File: src/rtl/core/vcfb_pkg.sv
// Package for the valve command frame builder.
// Holds item and frame types, command codes and the BCD/clamp helpers.
// No dependencies.
package vcfb_pkg;

  localparam int unsigned FRAME_BYTES = 8;
  localparam int unsigned IDX_W       = 3;

  typedef enum logic [1:0] {
    OP_READ_STATUS = 2'd0,
    OP_SET_ROOM    = 2'd1,
    OP_SET_RANGE   = 2'd2,
    OP_FORCE_VALVE = 2'd3
  } opcode_t;

  localparam logic [7:0] CODE_READ_STATUS = 8'ha0;
  localparam logic [7:0] CODE_SET_ROOM    = 8'ha9;
  localparam logic [7:0] CODE_SET_RANGE   = 8'ha6;
  localparam logic [7:0] CODE_FORCE_VALVE = 8'ha3;

  localparam logic [7:0] VALVE_CLOSE_REQ  = 8'h99;
  localparam logic [7:0] VALVE_OPEN_REQ   = 8'h55;
  localparam logic [7:0] VALVE_CLOSE_CODE = 8'h02;
  localparam logic [7:0] VALVE_OPEN_CODE  = 8'h04;

  localparam logic [7:0] ROOM_MIN  = 8'd5;
  localparam logic [7:0] ROOM_MAX  = 8'd30;
  localparam logic [7:0] UPPER_MIN = 8'd35;
  localparam logic [7:0] UPPER_MAX = 8'd70;
  localparam logic [7:0] LOWER_MIN = 8'd5;
  localparam logic [7:0] LOWER_MAX = 8'd10;

  localparam logic [7:0] CSUM_MASK = 8'hA5;

  typedef struct packed {
    opcode_t    opcode;
    logic [7:0] addr_lo;
    logic [7:0] addr_hi;
    logic [7:0] data_a;
    logic [7:0] data_b;
  } in_item_t;

  typedef struct packed {
    logic [7:0]       frame_byte;
    logic [IDX_W-1:0] byte_index;
    logic             last_byte;
  } out_item_t;

  typedef logic [FRAME_BYTES-1:0][7:0] frame_t;

  // high nibble * 10 + low nibble, 0..165
  function automatic logic [7:0] bcd_to_bin(input logic [7:0] b);
    logic [7:0] hi;
    logic [7:0] lo;
    hi = {4'b0000, b[7:4]};
    lo = {4'b0000, b[3:0]};
    return (hi << 3) + (hi << 1) + lo;
  endfunction

  function automatic logic [7:0] clamp_u8(input logic [7:0] v, input logic [7:0] lo,
                                          input logic [7:0] hi);
    logic [7:0] r;
    if (v < lo) begin
      r = lo;
    end else if (v > hi) begin
      r = hi;
    end else begin
      r = v;
    end
    return r;
  endfunction

endpackage

File: src/rtl/core/vcfb_front.sv
// Front end: accepts commands and builds the complete 8-byte frame.
// Writes built frames into the frame queue. Depends on vcfb_pkg.
module vcfb_front (
  input  logic               in_push,
  input  vcfb_pkg::in_item_t in_data,
  input  logic               q_full,
  output logic               q_wr,
  output vcfb_pkg::frame_t   q_wr_data
);

  logic [7:0] code;
  logic [7:0] b3;
  logic [7:0] b4;
  logic [7:0] b5;
  logic [7:0] b6;
  logic [7:0] sum;

  assign q_wr = in_push && !q_full;

  always_comb begin
    code = vcfb_pkg::CODE_READ_STATUS;
    b3   = 8'h00;
    b4   = 8'h00;
    b5   = 8'h00;
    b6   = 8'h00;
    case (in_data.opcode)
      vcfb_pkg::OP_READ_STATUS: begin
        code = vcfb_pkg::CODE_READ_STATUS;
      end
      vcfb_pkg::OP_SET_ROOM: begin
        code = vcfb_pkg::CODE_SET_ROOM;
        b6   = vcfb_pkg::clamp_u8(vcfb_pkg::bcd_to_bin(in_data.data_a),
                                  vcfb_pkg::ROOM_MIN, vcfb_pkg::ROOM_MAX);
      end
      vcfb_pkg::OP_SET_RANGE: begin
        code = vcfb_pkg::CODE_SET_RANGE;
        b5   = vcfb_pkg::clamp_u8(vcfb_pkg::bcd_to_bin(in_data.data_a),
                                  vcfb_pkg::UPPER_MIN, vcfb_pkg::UPPER_MAX);
        b4   = vcfb_pkg::clamp_u8(vcfb_pkg::bcd_to_bin(in_data.data_b),
                                  vcfb_pkg::LOWER_MIN, vcfb_pkg::LOWER_MAX);
      end
      vcfb_pkg::OP_FORCE_VALVE: begin
        code = vcfb_pkg::CODE_FORCE_VALVE;
        if (in_data.data_a == vcfb_pkg::VALVE_CLOSE_REQ) begin
          b3 = vcfb_pkg::VALVE_CLOSE_CODE;
        end else if (in_data.data_a == vcfb_pkg::VALVE_OPEN_REQ) begin
          b3 = vcfb_pkg::VALVE_OPEN_CODE;
        end else begin
          b3 = 8'h00;
        end
      end
      default: begin
        code = vcfb_pkg::CODE_READ_STATUS;
      end
    endcase
  end

  assign sum = code + in_data.addr_lo + in_data.addr_hi + b3 + b4 + b5 + b6;

  always_comb begin
    q_wr_data    = '0;
    q_wr_data[0] = code;
    q_wr_data[1] = in_data.addr_lo;
    q_wr_data[2] = in_data.addr_hi;
    q_wr_data[3] = b3;
    q_wr_data[4] = b4;
    q_wr_data[5] = b5;
    q_wr_data[6] = b6;
    q_wr_data[7] = sum ^ vcfb_pkg::CSUM_MASK;
  end

endmodule

File: src/rtl/core/vcfb_fifo.sv
// Short frame queue between the front end and the byte serializer.
// Register array with read/write pointers and an occupancy count. Depends on vcfb_pkg.
module vcfb_fifo #(
  parameter int unsigned DEPTH = 2
) (
  input  logic             clk,
  input  logic             rst_n,
  input  logic             wr,
  input  vcfb_pkg::frame_t wr_data,
  output logic             full,
  input  logic             rd,
  output vcfb_pkg::frame_t rd_data,
  output logic             empty
);

  localparam int unsigned AW = (DEPTH > 1) ? $clog2(DEPTH) : 1;
  localparam int unsigned CW = $clog2(DEPTH + 1);
  localparam logic [AW-1:0] LAST_SLOT = AW'(DEPTH - 1);
  localparam logic [CW-1:0] CNT_FULL  = CW'(DEPTH);

  vcfb_pkg::frame_t slots_r [DEPTH];
  logic [AW-1:0] wptr_r, wptr_nxt;
  logic [AW-1:0] rptr_r, rptr_nxt;
  logic [CW-1:0] count_r, count_nxt;
  logic          do_wr, do_rd;

  assign full    = (count_r == CNT_FULL);
  assign empty   = (count_r == '0);
  assign do_wr   = wr && !full;
  assign do_rd   = rd && !empty;
  assign rd_data = slots_r[rptr_r];

  always_comb begin
    wptr_nxt  = wptr_r;
    rptr_nxt  = rptr_r;
    count_nxt = count_r;
    if (do_wr) begin
      wptr_nxt = (wptr_r == LAST_SLOT) ? '0 : wptr_r + 1'b1;
    end
    if (do_rd) begin
      rptr_nxt = (rptr_r == LAST_SLOT) ? '0 : rptr_r + 1'b1;
    end
    if (do_wr && !do_rd) begin
      count_nxt = count_r + 1'b1;
    end else if (do_rd && !do_wr) begin
      count_nxt = count_r - 1'b1;
    end
  end

  always_ff @(posedge clk) begin
    if (!rst_n) begin
      wptr_r  <= '0;
      rptr_r  <= '0;
      count_r <= '0;
    end else begin
      wptr_r  <= wptr_nxt;
      rptr_r  <= rptr_nxt;
      count_r <= count_nxt;
    end
  end

  always_ff @(posedge clk) begin
    if (do_wr) begin
      slots_r[wptr_r] <= wr_data;
    end
  end

  a_count_bound: assert property (@(posedge clk) disable iff (!rst_n)
    count_r <= CNT_FULL)
    else $error("frame queue count above depth");

  a_count_track: assert property (@(posedge clk) disable iff (!rst_n)
    (do_wr && !do_rd) |=> (count_r == $past(count_r) + 1'b1))
    else $error("frame queue count missed a write");

  a_empty_ptrs: assert property (@(posedge clk) disable iff (!rst_n)
    empty |-> (wptr_r == rptr_r))
    else $error("frame queue empty with pointers apart");

endmodule

File: src/rtl/core/vcfb_back.sv
// Byte serializer: takes frames from the queue and sends them one byte per transfer.
// Output register decouples the result side. Depends on vcfb_pkg.
module vcfb_back (
  input  logic                clk,
  input  logic                rst_n,
  input  logic                q_empty,
  input  vcfb_pkg::frame_t    q_rd_data,
  output logic                q_rd,
  output logic                out_empty,
  input  logic                out_pop,
  output vcfb_pkg::out_item_t out_data
);

  localparam logic [vcfb_pkg::IDX_W-1:0] LAST_IDX = vcfb_pkg::IDX_W'(vcfb_pkg::FRAME_BYTES - 1);

  vcfb_pkg::frame_t              frame_r, frame_nxt;
  logic [vcfb_pkg::IDX_W-1:0]    pos_r, pos_nxt;
  logic                          busy_r, busy_nxt;
  logic                          oval_r, oval_nxt;
  vcfb_pkg::out_item_t           odata_r, odata_nxt;
  vcfb_pkg::frame_t              src;
  logic                          can_load;
  logic                          have;
  logic                          load;

  assign can_load = !oval_r || out_pop;
  assign have     = busy_r || !q_empty;
  assign load     = can_load && have;
  assign src      = busy_r ? frame_r : q_rd_data;
  assign q_rd     = load && !busy_r;

  always_comb begin
    frame_nxt = frame_r;
    pos_nxt   = pos_r;
    busy_nxt  = busy_r;
    oval_nxt  = oval_r;
    odata_nxt = odata_r;
    if (out_pop && oval_r) begin
      oval_nxt = 1'b0;
    end
    if (load) begin
      if (!busy_r) begin
        frame_nxt = q_rd_data;
      end
      odata_nxt.frame_byte = src[pos_r];
      odata_nxt.byte_index = pos_r;
      odata_nxt.last_byte  = (pos_r == LAST_IDX);
      oval_nxt             = 1'b1;
      pos_nxt              = (pos_r == LAST_IDX) ? '0 : pos_r + 1'b1;
      busy_nxt             = (pos_r != LAST_IDX);
    end
  end

  always_ff @(posedge clk) begin
    if (!rst_n) begin
      pos_r  <= '0;
      busy_r <= 1'b0;
      oval_r <= 1'b0;
    end else begin
      pos_r  <= pos_nxt;
      busy_r <= busy_nxt;
      oval_r <= oval_nxt;
    end
  end

  always_ff @(posedge clk) begin
    frame_r <= frame_nxt;
    odata_r <= odata_nxt;
  end

  assign out_empty = !oval_r;
  assign out_data  = odata_r;

  a_busy_mid: assert property (@(posedge clk) disable iff (!rst_n)
    busy_r |-> (pos_r != '0))
    else $error("serializer busy at frame start");

  a_idx_follow: assert property (@(posedge clk) disable iff (!rst_n)
    load |=> (oval_r && odata_r.byte_index == $past(pos_r)))
    else $error("sent byte index does not match position");

  a_last_flag: assert property (@(posedge clk) disable iff (!rst_n)
    oval_r |-> (odata_r.last_byte == (odata_r.byte_index == LAST_IDX)))
    else $error("last byte flag out of place");

  a_no_pop_idle: assert property (@(posedge clk) disable iff (!rst_n)
    q_rd |-> (!q_empty && pos_r == '0))
    else $error("frame taken mid-frame or from empty queue");

endmodule

File: src/rtl/core/valve_command_frame_builder_core.sv
// A command accepted into the frame queue reaches out_data through a queue slot and the serializer output register.
// The byte serializer sends one frame byte per cycle while out_pop drains its output register.
// Up to QUEUE_DEPTH built frames wait between front end and serializer, so in_full
// rises only when the queue holds QUEUE_DEPTH frames.
// Reset (rst_n low, synchronous): queue pointers, serializer position and output valid clear.
module valve_command_frame_builder_core #(
  parameter int unsigned QUEUE_DEPTH = 2
) (
  input  logic                clk,
  input  logic                rst_n,
  input  logic                in_push,
  input  vcfb_pkg::in_item_t  in_data,
  output logic                in_full,
  output logic                out_empty,
  input  logic                out_pop,
  output vcfb_pkg::out_item_t out_data
);

  logic             q_wr;
  vcfb_pkg::frame_t q_wr_data;
  logic             q_full;
  logic             q_rd;
  vcfb_pkg::frame_t q_rd_data;
  logic             q_empty;

  assign in_full = q_full;

  vcfb_front u_front (
    .in_push   (in_push),
    .in_data   (in_data),
    .q_full    (q_full),
    .q_wr      (q_wr),
    .q_wr_data (q_wr_data)
  );

  vcfb_fifo #(
    .DEPTH (QUEUE_DEPTH)
  ) u_fifo (
    .clk     (clk),
    .rst_n   (rst_n),
    .wr      (q_wr),
    .wr_data (q_wr_data),
    .full    (q_full),
    .rd      (q_rd),
    .rd_data (q_rd_data),
    .empty   (q_empty)
  );

  vcfb_back u_back (
    .clk       (clk),
    .rst_n     (rst_n),
    .q_empty   (q_empty),
    .q_rd_data (q_rd_data),
    .q_rd      (q_rd),
    .out_empty (out_empty),
    .out_pop   (out_pop),
    .out_data  (out_data)
  );

endmodule
File: config.mk
export PLATFORM = sky130hd
export DESIGN_NAME = valve_command_frame_builder_core
export DESIGN_NICKNAME = d
export VERILOG_FILES = /design/src/rtl/core/vcfb_pkg.sv /design/src/rtl/core/vcfb_front.sv /design/src/rtl/core/vcfb_fifo.sv /design/src/rtl/core/vcfb_back.sv /design/src/rtl/core/valve_command_frame_builder_core.sv
export SDC_FILE = /design/constraint.sdc
export NUM_CORES = 1
export LEC_CHECK = 0
export ABC_AREA = 1
export BUFFER_PORTS_ARGS = -buffer_cell sky130_fd_sc_hd__buf_2
export CAP_MARGIN = 20
export CORE_ASPECT_RATIO = 1.5
export CORE_MARGIN = 2
export CORE_UTILIZATION = 55
export CTS_CLUSTER_DIAMETER = 40
export DETAILED_ROUTE_END_ITERATION = 8
export PLACE_DENSITY_LB_ADDON = 0.08
export SYNTH_ARGS = -nofsm -noshare
export SYNTH_HDL_FRONTEND = slang
export SYNTH_HIERARCHICAL = 1
export SYNTH_SLANG_ARGS = --single-unit
File: constraint.sdc
create_clock -name clk -period 13.46 [get_ports clk]
set_clock_uncertainty 0.1 [all_clocks]
set_input_delay 2.692 -clock clk [delete_from_list [all_inputs] [get_ports clk]]
set_output_delay 2.692 -clock clk [all_outputs]
set_load 0.02 [all_outputs]
==> reports/qor.txt <==
Outcome = complete, no violations
CP endpoint kind = flip-flop
Iter 0 DRT Violations = 569
Worst Tran Pin Value = 1.058 ns
Pre-Repair DR Iteration Count = 5
Yosys warnings = 6
H-tree depth = 1
Period minus WS final = 7.870 ns
Worst setup path class = in -> reg
CTS tree = built
Total gr overflow = 0
Pwr dens = 233.3 mW/mm^2
CP max FO = 6
Post-DRT Antenna Nets = 0
Final Wtd Congestion = 0.8115
Syn Area/Cell = 11.61 sq um
Leak = 5.278 nW
Slowest cell on the critical path = fa_1
Post-synthesis sequential area ratio = 0.5572
Chip Width = 121.3 um
Max cap viols = 0
Top-count cell post-synth = nand2_1
Root buffer cell = clkbuf_16
Initial core utilization = 0.5582
Worst setup SP type = primary input
Antenna cells = 0
Number of library cell types mapped by synthesis = 42
Ys async rst share = 0
Worst path cell trace = buf_2 > inv_1 > fa_1 > inv_1 > fa_1 > a21oi_1 > nand4_1 > nor2_1 > nor2_2 > nand2_2 > a21oi_2 > inv_2 > fa_1 > fa_1 > inv_1 > fa_1 > inv_1 > fa_1 > inv_1 > ha_1 > fa_1 > a21oi_1 > o21ai_0 > xor2_1
Cts repair resizes = 0
Largest net degree at the start of global routing = 78
Nets = 1112
Min-delay src = u_fifo/rptr_r
Crit path DAT = 8.01 ns
Via density = 5.234
Worst-path clk slew = 0.06 ns
Placed Instances = 1253
Post-synth EDFFs = 204
Fmax = 127.1 MHz
Synth area leaders = edfxtp_1 54%, nand2_1 8.9%, mux2_4 7.9%
Worst skew pair latency = 0.51 ns
Hold path depth = 2
Fin crit share = 0.5847
Gr usage total = 0.2105
Worst Path Required = 13.60 ns
DR WL/cell = 17.37 um
Max Slew Vio Count = 0
Area delta synth->final = 7.836%
Post-CTS Setup Inserts = 0
Setup Viol. Count Final = 0
Comb power frac = 0.387
Seq pwr share = 0.406
RSZ-0062 raised after global routing = no
Hold Buf Count CTS = 0
TNS Setup = 0 ns
DPL Wire Length = 14.23 mm
Max VDD drop = 162.0 uV
Clock buffer count from CTS = 23
Layout Utilization = 0.6019
Final hold vios = 0
Int Pwr = 1.808 mW
Filler cells = 1706
Largest area contributor in the netlist = edfxtp_1
DRT Wirelength = 22.44 mm
Post-Syn Instances = 978
Vias in the first global route = 6748
Non-Filler Instances = 1292
CP startpoint = in_data[11]
IO Port Bufs = 51
Vias post-DR = 6762
CP most frequent cell = fa_1
R2R depth = 8
Slew margin rel. = 0.2948
Switching Fraction = 0.3669
Top cells by count, synth = 270 x nand2_1, 204 x edfxtp_1, 104 x nand3_1
Top FF cell, synth = edfxtp_1
Area of the multi-input gates = 0.004215 sq mm
Share of cells above drive strength 1 = 0.1858
Die area = 0.02183 sq mm
Hold Path Class = reg -> reg
Core ar. = 0.02034 sq mm
Post-synth top area share = 0.5396
Number of remaining DRC errors = 0
Reg area = 0.006331 sq mm
Die Y = 180.0 um
Switching power = 1.048 mW
First-pass GRT wire length = 35.91 mm
IO Pins = 52
Initial antenna violation count = 0
Clock power frac = 0.207
Area of the mapped netlist = 0.01135 sq mm
Clock Path Buffers = 3
Flops & latches, synth = 214
Rows = 64
Clock sink count = 214
Slowest stage delay, CP = 0.69 ns
==> metal layers <==
layer / vias to the layer above / routed length (um) / track usage
met5: - / 0 / 0
met4: 0 / 320 / 0.04828
met3: 22 / 1042 / 0.02379
met2: 175 / 11670 / 0.3712
met1: 3250 / 9405 / 0.2786
li1: 3315 / - / -
==> power groups by stage <==
stage | logic (mW) | registers (mW) | clock network (mW)
floorplan | 0.868 | 1.17 | 0
global placement | 1.10 | 1.17 | 0
detailed placement | 1.11 | 1.17 | 0
CTS | 1.12 | 1.16 | 0.606
global route | 1.24 | 1.18 | 0.629
finish | 1.10 | 1.16 | 0.592
==> cells by family after synthesis <==
logic type,count (synthesis),share of synthesized area
AND/OR/NAND/NOR,435,0.1677
AO/OA/AOI/OAI,33,0.01664
flip-flops,214,0.5572
other,2,0.0006615
XOR/XNOR,10,0.009367
adder cells (fa/ha/maj),60,0.08530
multiplexers,64,0.08331
buffers and inverters,160,0.07979
==> sequential cells by signal, summed over array words and instances (netlist names), named ones only <==
name / flops
u_fifo/wptr_r: 1
u_fifo/rptr_r: 1
u_back/pos_r: 3
u_back/frame_r: 64
u_back/out_data: 12
u_back/busy_r: 1
u_fifo/slots_r: 128
u_fifo/count_r: 2
u_back/oval_r: 1
==> final timing paths <==
check                                        endpoint  slack (ns)
worst min-delay path                    u_fifo/rptr_r        0.40
worst max register to register     u_back/out_data[8]       10.71
worst max-delay path            u_fifo/slots_r[0][62]        5.59
worst min register to register          u_fifo/rptr_r        0.40
==> critical path: cells and delay by family <==
family	cells	cell delay, ns
buf+inv	7	0.42
compound gates	4	0.56
simple gates	4	0.36
xor+xnor	1	0.17
fa+ha+maj	8	3.81
==> cell usage in the layout, fill, tap and decap left out, types with 18 or more instances in the layout <==
| cell type | count |
|---|---|
| buf_2 | 51 |
| clkbuf_16 | 23 |
| inv_1 | 81 |
| nand2_1 | 270 |
| edfxtp_1 | 204 |
| fa_1 | 29 |
| nand3_1 | 104 |
| a21oi_1 | 18 |
| mux2_4 | 60 |
| ha_1 | 31 |
| conb_1 | 23 |
| nor2_1 | 28 |
==> cell type report <==
class	count	area share
clock buffer	26	0.04875
clock inverter	13	0.008993
inverter	91	0.02810
multi-input combinational	625	0.3443
sequential	214	0.5171
tap	264	0.02698
timing repair buffer	59	0.02575
==> metrics by stage <==
step | setup slack, ns | total power [mW] | hold slack [ns] | instance area (sq um)
floorplan | 5.444 | 2.041 | 0.3289 | 11430
global placement | 5.153 | 2.267 | 0.3775 | 11540
detailed placement | 5.077 | 2.284 | 0.3863 | 11540
CTS | 5.610 | 2.885 | 0.4020 | 12240
global route | 5.304 | 3.053 | 0.4207 | 12240
finish | 5.590 | 2.857 | 0.3974 | 12240
Note: power is estimated with default switching activity, not from simulation.
